### src/rtl/blru_pkg.sv
// Shared types and constants for the LRU buffer slot map.
`default_nettype none

package blru_pkg;

   // Slots held in the recency chain; slot numbers and register width follow.
   localparam int SLOT_COUNT = 16;
   localparam int SLOT_W     = 4;
   localparam int MAX_W      = 5;

   // File block index width.
   localparam int BLOCK_W    = 12;

   // Stream payload widths; the data widths are padded to whole bytes.
   localparam int REQ_DATA_W = 16;
   localparam int RSP_DATA_W = 16;
   localparam int RSP_USER_W = 2;

   // One entry of the recency chain.
   typedef struct packed {
      logic               valid;
      logic [SLOT_W-1:0]  slot;
      logic [BLOCK_W-1:0] owner;
   } entry_type;

   // Per-cell control from the sequencer.
   typedef struct packed {
      logic clear;
      logic shift;
   } cell_ctrl_type;

endpackage : blru_pkg

`default_nettype wire

### src/rtl/blru_cell.sv
// One recency cell: holds a slot and its owner block, compares, shifts in.
`default_nettype none

module blru_cell (
   input  wire logic                           clock,
   input  wire logic                           reset,
   input  wire blru_pkg::cell_ctrl_type        ctrl,
   input  wire logic [blru_pkg::BLOCK_W-1:0]   lookup_block,
   input  wire blru_pkg::entry_type            prev_entry,
   output blru_pkg::entry_type                 entry,
   output logic                                hit
);

   logic                          valid_ff;
   logic                          valid_in;
   logic [blru_pkg::SLOT_W-1:0]   slot_ff;
   logic [blru_pkg::SLOT_W-1:0]   slot_in;
   logic [blru_pkg::BLOCK_W-1:0]  owner_ff;
   logic [blru_pkg::BLOCK_W-1:0]  owner_in;

   // Take the neighbour's entry on a shift; a clear wins over a shift and drops only the valid bit.
   always_comb begin
      valid_in = valid_ff;
      slot_in  = slot_ff;
      owner_in = owner_ff;
      if (ctrl.clear) begin
         valid_in = 1'b0;
      end else if (ctrl.shift) begin
         valid_in = prev_entry.valid;
         slot_in  = prev_entry.slot;
         owner_in = prev_entry.owner;
      end
   end

   always_ff @(posedge clock) begin
      if (reset) begin
         valid_ff <= 1'b0;
      end else begin
         valid_ff <= valid_in;
      end
   end

   always_ff @(posedge clock) begin
      slot_ff  <= slot_in;
      owner_ff <= owner_in;
   end

   assign entry.valid = valid_ff;
   assign entry.slot  = slot_ff;
   assign entry.owner = owner_ff;
   assign hit         = valid_ff && (owner_ff == lookup_block);

endmodule : blru_cell

`default_nettype wire

### src/rtl/block_buffer_lru_map.sv
// Top level of the LRU buffer slot map: request/response streams and the chain of cells.
//
// Usage:
//  - req_* carries one file block index per transfer (req_tdata[11:0]).
//  - rsp_* returns one result per request: rsp_tdata holds the slot in [3:0]
//    and the evicted block in [15:4]; rsp_tuser[0] is needs_fill and
//    rsp_tuser[1] is evicted_valid. The evicted block reads zero when no
//    block was evicted.
//  - csr_wr_en/csr_wr_data write max_buffers (0 acts as 1, values above 16
//    saturate to 16) and empty the cache. Write only while the block is idle.
// Pipeline:
//  - A request passes through registers s1 and s2 to the output register.
//  - One request is looked up at a time: the lookup compares the block against
//    every cell of the recency chain, then the commit shifts the chain to put the
//    slot at the most recently used end. The next request may transfer while
//    the previous one commits.
// Reset:
//  - Clears every cell, the allocated count and the pipeline; max_buffers
//    returns to 1. No clearing pass is needed.
// Back-pressure:
//  - A stalled response holds in the output register; one more request can
//    complete its lookup behind it, after which req_tready stays low.
`default_nettype none

module block_buffer_lru_map (
   input  wire logic                              clock,
   input  wire logic                              reset,
   // request: [11:0] block_index
   input  wire logic                              req_tvalid,
   output logic                                   req_tready,
   input  wire logic [blru_pkg::REQ_DATA_W-1:0]   req_tdata,
   // response: [3:0] slot, [15:4] evicted_block
   output logic                                   rsp_tvalid,
   input  wire logic                              rsp_tready,
   output logic [blru_pkg::RSP_DATA_W-1:0]        rsp_tdata,
   // response user: [0] needs_fill, [1] evicted_valid
   output logic [blru_pkg::RSP_USER_W-1:0]        rsp_tuser,
   // max_buffers register
   input  wire logic                              csr_wr_en,
   input  wire logic [blru_pkg::MAX_W-1:0]        csr_wr_data
);

   localparam int N  = blru_pkg::SLOT_COUNT;
   localparam int SW = blru_pkg::SLOT_W;
   localparam int BW = blru_pkg::BLOCK_W;
   localparam int MW = blru_pkg::MAX_W;

   // ---------------------------------------------------------------
   // Control and configuration registers
   // ---------------------------------------------------------------
   logic          s1_valid_ff, s1_valid_in;
   logic          s2_valid_ff, s2_valid_in;
   logic          rsp_valid_ff, rsp_valid_in;
   logic [MW-1:0] max_ff, max_in;
   logic [MW-1:0] count_ff, count_in;

   // Payload registers
   logic [BW-1:0] s1_block_ff, s1_block_in;
   logic [SW-1:0] s2_pos_ff, s2_pos_in;
   logic [SW-1:0] s2_slot_ff, s2_slot_in;
   logic [BW-1:0] s2_block_ff, s2_block_in;
   logic          s2_fill_ff, s2_fill_in;
   logic          s2_fresh_ff, s2_fresh_in;
   logic          s2_evict_ff, s2_evict_in;
   logic [BW-1:0] s2_ev_block_ff, s2_ev_block_in;
   logic [SW-1:0] rsp_slot_ff, rsp_slot_in;
   logic          rsp_fill_ff, rsp_fill_in;
   logic          rsp_evict_ff, rsp_evict_in;
   logic [BW-1:0] rsp_ev_block_ff, rsp_ev_block_in;

   logic req_xfer;
   logic commit;

   // Chain wiring
   blru_pkg::entry_type     cell_entry [N];
   blru_pkg::entry_type     cell_prev  [N];
   blru_pkg::cell_ctrl_type cell_ctrl  [N];
   logic [N-1:0]            hit_vec;
   blru_pkg::entry_type     new_entry;

   // Lookup results
   logic          hit_any;
   logic [SW-1:0] hit_pos;
   logic [SW-1:0] hit_slot;
   logic [SW-1:0] lru_idx;
   logic          fresh;

   // ---------------------------------------------------------------
   // Handshakes: one request in flight, commit when the output is free
   // ---------------------------------------------------------------
   assign commit     = s2_valid_ff && (!rsp_valid_ff || rsp_tready);
   assign req_tready = !s1_valid_ff && (!s2_valid_ff || commit);
   assign req_xfer   = req_tvalid && req_tready;

   // ---------------------------------------------------------------
   // Recency chain: cell 0 is most recently used
   // ---------------------------------------------------------------
   assign new_entry.valid = 1'b1;
   assign new_entry.slot  = s2_slot_ff;
   assign new_entry.owner = s2_block_ff;

   for (genvar i = 0; i < N; i++) begin : g_cell
      if (i == 0) begin : g_head
         assign cell_prev[i] = new_entry;
      end else begin : g_link
         assign cell_prev[i] = cell_entry[i-1];
      end

      // Shift every cell up to and including the target position.
      assign cell_ctrl[i].clear = csr_wr_en;
      assign cell_ctrl[i].shift = commit && (SW'(i) <= s2_pos_ff);

      blru_cell u_cell (
         .clock        (clock),
         .reset        (reset),
         .ctrl         (cell_ctrl[i]),
         .lookup_block (s1_block_ff),
         .prev_entry   (cell_prev[i]),
         .entry        (cell_entry[i]),
         .hit          (hit_vec[i])
      );
   end

   // ---------------------------------------------------------------
   // Lookup: at most one cell hits, so OR the masked fields together
   // ---------------------------------------------------------------
   always_comb begin
      hit_pos  = '0;
      hit_slot = '0;
      for (int i = 0; i < N; i++) begin
         if (hit_vec[i]) begin
            hit_pos  = hit_pos  | SW'(i);
            hit_slot = hit_slot | cell_entry[i].slot;
         end
      end
   end

   assign hit_any = |hit_vec;
   assign lru_idx = SW'(count_ff - MW'(1));
   assign fresh   = !hit_any && (count_ff < max_ff);

   always_comb begin
      s2_block_in    = s1_block_ff;
      s2_fill_in     = !hit_any;
      s2_fresh_in    = fresh;
      s2_evict_in    = !hit_any && !fresh;
      s2_ev_block_in = '0;
      if (hit_any) begin
         s2_pos_in  = hit_pos;
         s2_slot_in = hit_slot;
      end else if (fresh) begin
         // Append a new slot behind the allocated ones.
         s2_pos_in  = SW'(count_ff);
         s2_slot_in = SW'(count_ff);
      end else begin
         // Reuse the least recently used slot and report its old owner.
         s2_pos_in      = lru_idx;
         s2_slot_in     = cell_entry[lru_idx].slot;
         s2_ev_block_in = cell_entry[lru_idx].owner;
      end
   end

   // ---------------------------------------------------------------
   // Next-state logic
   // ---------------------------------------------------------------
   assign s1_block_in = req_tdata[BW-1:0];
   assign s1_valid_in = req_xfer;

   always_comb begin
      if (s1_valid_ff) begin
         s2_valid_in = 1'b1;
      end else if (commit) begin
         s2_valid_in = 1'b0;
      end else begin
         s2_valid_in = s2_valid_ff;
      end
   end

   always_comb begin
      if (commit) begin
         rsp_valid_in = 1'b1;
      end else if (rsp_tready) begin
         rsp_valid_in = 1'b0;
      end else begin
         rsp_valid_in = rsp_valid_ff;
      end
   end

   assign rsp_slot_in     = commit ? s2_slot_ff     : rsp_slot_ff;
   assign rsp_fill_in     = commit ? s2_fill_ff     : rsp_fill_ff;
   assign rsp_evict_in    = commit ? s2_evict_ff    : rsp_evict_ff;
   assign rsp_ev_block_in = commit ? s2_ev_block_ff : rsp_ev_block_ff;

   // Clamp the written limit into one to SLOT_COUNT.
   always_comb begin
      max_in = max_ff;
      if (csr_wr_en) begin
         if (csr_wr_data == '0) begin
            max_in = MW'(1);
         end else if (csr_wr_data > MW'(N)) begin
            max_in = MW'(N);
         end else begin
            max_in = csr_wr_data;
         end
      end
   end

   always_comb begin
      if (csr_wr_en) begin
         count_in = '0;
      end else if (commit && s2_fresh_ff) begin
         count_in = count_ff + MW'(1);
      end else begin
         count_in = count_ff;
      end
   end

   // ---------------------------------------------------------------
   // Registers
   // ---------------------------------------------------------------
   always_ff @(posedge clock) begin
      if (reset) begin
         s1_valid_ff  <= 1'b0;
         s2_valid_ff  <= 1'b0;
         rsp_valid_ff <= 1'b0;
         max_ff       <= MW'(1);
         count_ff     <= '0;
      end else begin
         s1_valid_ff  <= s1_valid_in;
         s2_valid_ff  <= s2_valid_in;
         rsp_valid_ff <= rsp_valid_in;
         max_ff       <= max_in;
         count_ff     <= count_in;
      end
   end

   always_ff @(posedge clock) begin
      if (req_xfer) begin
         s1_block_ff <= s1_block_in;
      end
      if (s1_valid_ff) begin
         s2_pos_ff      <= s2_pos_in;
         s2_slot_ff     <= s2_slot_in;
         s2_block_ff    <= s2_block_in;
         s2_fill_ff     <= s2_fill_in;
         s2_fresh_ff    <= s2_fresh_in;
         s2_evict_ff    <= s2_evict_in;
         s2_ev_block_ff <= s2_ev_block_in;
      end
      rsp_slot_ff     <= rsp_slot_in;
      rsp_fill_ff     <= rsp_fill_in;
      rsp_evict_ff    <= rsp_evict_in;
      rsp_ev_block_ff <= rsp_ev_block_in;
   end

   // ---------------------------------------------------------------
   // Outputs
   // ---------------------------------------------------------------
   assign rsp_tvalid = rsp_valid_ff;
   assign rsp_tdata  = {rsp_ev_block_ff, rsp_slot_ff};
   assign rsp_tuser  = {rsp_evict_ff, rsp_fill_ff};

endmodule : block_buffer_lru_map

`default_nettype wire

### config.mk
export PLATFORM = sky130hd
export DESIGN_NAME = block_buffer_lru_map
export DESIGN_NICKNAME = d
export VERILOG_FILES = /design/src/rtl/blru_pkg.sv /design/src/rtl/blru_cell.sv /design/src/rtl/block_buffer_lru_map.sv
export SDC_FILE = /design/constraint.sdc
export NUM_CORES = 1
export LEC_CHECK = 0
export BUFFER_PORTS_ARGS = -buffer_cell sky130_fd_sc_hd__buf_2
export CORE_ASPECT_RATIO = 1.1
export CORE_MARGIN = 2
export CORE_UTILIZATION = 40
export DETAILED_ROUTE_END_ITERATION = 7
export GPL_TIMING_DRIVEN = 0
export HOLD_SLACK_MARGIN = 0.1
export PLACE_DENSITY = 0.53
export SETUP_SLACK_MARGIN = 0.5
export SLEW_MARGIN = 20
export SYNTH_ARGS = -nofsm -noshare
export SYNTH_HDL_FRONTEND = slang
export SYNTH_SLANG_ARGS = --single-unit
### constraint.sdc
create_clock -name clock -period 4.4 [get_ports clock]
set_input_delay 0.88 -clock clock [delete_from_list [all_inputs] [get_ports clock]]
set_output_delay 0.88 -clock clock [all_outputs]
set_load 0.01 [all_outputs]
==> results.toml <==
[drt]
drt-initial-drc-count = 966
drc = 0
drtPass1Iterations = 5
wl_per_cell_um = 26.9
route.vias.total = 9449
drtAntennaViolNets = 0
viasPerCell = 5.63
wl_um = 45100

[global_route]
grt_use_total_pct = 21.9
grt_antenna_before_repair = 0
grt_max_degree = 24
grt_pass1_vias = 9552
grt_remaining_overflow = 0
grt_pass1_wl_um = 65400

[sta]
tns_ns = 0
hold_viol = 0
slew_viol_final = 0
rsz0062_at_grt = "no"
setup_viol = 0
fin_crit_ns = 3.75
max_freq_ghz = 0.267
fin_crit_sh_pct = 85.3
worstMarginPinSlew_ns = 1.09
whs_ns = 0.408
relSlewSlack_pct = 27.4
finalClockSkew_ns = 0.0233

[clocking]
path_clk_slew_ns = 0.06
htree_levels = 2
root_buffer = "clkbuf_16"
clk_latency_ns = 0.56
cts_hold_buf = 0
cts_tree = "yes"
clkSinkCount = 350
cts-buffers-inserted = 40
clock_tree.buffer_depth = 3

[setup_path]
cp_slowest_cell = "buf_2"
critPathKind = "reg -> reg"
crit_chain = "clkbuf_2 -> buf_4 -> buf_2 -> inv_1 -> ha_1 -> clkbuf_2 -> buf_2 -> mux4_2 -> mux2i_1 -> nand2_1 -> and3_1"
max_stage_delay_ns = 0.41
crit_path_end_kind = "flop"
crit_arrival_ns = 4.04
crit_path_start_kind = "flop"
r2r_slack_ns = 0.65
cp_max_fo = 10
cp_data_required_time_ns = 4.69

[floorplan]
rows = 77
die_h_um = 214
core_area_sq_mm = 0.0399
ios = 46
die_area_sq_mm = 0.0418
die_w_um = 195
initial_core_util_pct = 40.3

[power]
clock_power_share_pct = 44.9
intPower_mw = 5.79
p_seq_share_pct = 49.7
total_leakage_power_nw = 5.79
power_density_mw_per_mm2 = 399
p_sw_share_pct = 22.0
p_sw_mw = 1.63
vdd_drop_max_uv = 345
comb_power_share_pct = 5.4

[place]
finalWeightedCongestion = 0.890
dpl.hpwl_um = 34200
io_buffers = 40
dp.cells = 1607

[yosys]
avgSynthCellArea_sq_um = 15.6
synth.net_count = 1062
seq_area_frac_synth_pct = 63.6
synth_top_area_share_pct = 60.0
yosysUniqueCellTypes = 39
netlist_area_sq_mm = 0.0161
yosys.area.top_type = "edfxtp_1"
synthFlopType = "edfxtp_1"
syn-instance-count = 1030
ys_top_cells_by_area = "edfxtp_1 60%, xnor2_1 11%, mux4_2 9.5%"
yosys_warnings = 0
synth_edf_count = 321
ys_ff_latch = 350
synth_common_cells = "321 x edfxtp_1, 196 x xnor2_1, 68 x mux4_2"
synth.most_common_cell = "edfxtp_1"
synthArstFlopShare_pct = 0

[layout]
nets = 1168
fill_cells = 3549
multi_input_area_sq_mm = 0.00551
diodes = 0
drive_gt1_share_pct = 22.9
syn_to_final_growth_pct = 15.7
final_cells = 1679
seq_area_sq_mm = 0.0102

[run_status]
status = "finished, final reports clean"

[run]
drv_cap = 0

[min_path]
worstHoldPathType = "reg -> reg"
-- registers in the layout, indices dropped and copies added, names as in the netlist, 4 cells and up --
signal	cells
s2_block_ff	12
g_cell.u_cell.valid_ff	16
s1_block_ff	12
g_cell.u_cell.owner_ff	192
rsp_slot_ff	4
max_ff	5
count_ff	5
s2_slot_ff	4
s2_pos_ff	4
g_cell.u_cell.slot_ff	64
s2_ev_block_ff	12
rsp_ev_block_ff	12
-- cell type report --
cell class,instances,area share [%]
Multi-Input combinational cell,610,29.6
Inverter,13,0.309
Timing Repair Buffer,64,2.20
Buffer,57,2.66
Tap cell,513,3.45
Clock inverter,16,0.975
Clock buffer,56,5.87
Sequential cell,350,54.9
-- what timing repair did --
action,in CTS,in global routing
endpoints found under the hold margin,0,0
gates resized for setup,17,4
buffers inserted,0,0
setup endpoints to repair,34,27
-- per-layer routing --
layer | global-route usage, % | wire length, um
met5 | 0 | 0
met4 | 7.96 | 1470
met3 | 4.04 | 3120
met2 | 35.0 | 21300
met1 | 30.1 | 19200
-- power groups by stage --
stage	Combinational (mW)	Clock (mW)	Sequential [mW]
3_5_place_dp	0.399	0	3.76
2_1_floorplan	0.264	0	3.75
4_1_cts	0.401	3.40	3.69
3_3_place_gp	0.381	0	3.77
5_1_grt	0.425	3.51	3.70
6_report	0.398	3.34	3.69
-- cell usage in the layout, fill, tap and decap left out, types with 3 or more instances in the layout --
master     instances
or4_1              3
nand4_1           42
xnor2_1          194
buf_12             8
clkbuf_16         41
nor2_2             6
mux2i_1           35
nand3_1           18
clkinv_2           6
o21ai_0            8
ha_1               6
bufinv_16          4
a22oi_1           35
nor4_1             3
edfxtp_1         321
a21oi_1           20
mux4_2            68
buf_6             16
and3_1            17
buf_4             16
xor2_1             6
dfxtp_1           28
nor2_1            41
nor4_2            15
buf_8              5
buf_2             54
inv_1              9
nor3_1             4
nand2_1           59
clkinv_1           4
o21ai_1            7
clkbuf_1          27
clkbuf_2           6
-- through the flow --
| step | util (%) | setup slack (ns) | total power, mW | cell area (sq um) |
|---|---|---|---|---|
| final | 46.6 | 0.649 | 7.43 | 18600 |
| after global routing | 46.6 | 0.513 | 7.63 | 18600 |
| after CTS | 46.6 | 0.514 | 7.49 | 18600 |
| after detailed placement | 43.3 | -1.10 | 4.16 | 17300 |
| after global placement | 42.4 | -0.836 | 4.15 | 16900 |
| after floorplan | - | 0.995 | 4.02 | 16100 |
-- path summary, 6_finish.rpt --
| path | from | to | cells after the start |
|---|---|---|---|
| max | count_ff[0] | s2_ev_block_ff[5] | 11 |
| max reg2reg | count_ff[0] | s2_ev_block_ff[5] | 11 |
| min | s2_block_ff[2] | g_cell[0].u_cell.owner_ff[2] | 0 |
| min reg2reg | s2_block_ff[2] | g_cell[0].u_cell.owner_ff[2] | 0 |
-- worst max-delay path, delay by kind of cell (launching register included) --
kind	cells	cell delay, ns
adders and majority gates	1	0.33
buffers and inverters	6	1.81
DFF	1	0.33
muxes	2	0.71
and+or+nand+nor	2	0.29
-- kinds of logic (layout without fill, tap and decap cells) --
group	after synthesis	after routing	share of synthesized area [%]
DFF	350	350	63.6
and+or+nand+nor	224	224	7.05
xor gates and xnor gates	202	202	11.0
muxes	103	103	11.7
AOI/OAI and AO/OA	75	75	2.94
buffers and inverters	70	206	3.25
adders and majority gates	6	6	0.467
(Power assumes the default switching activity.)
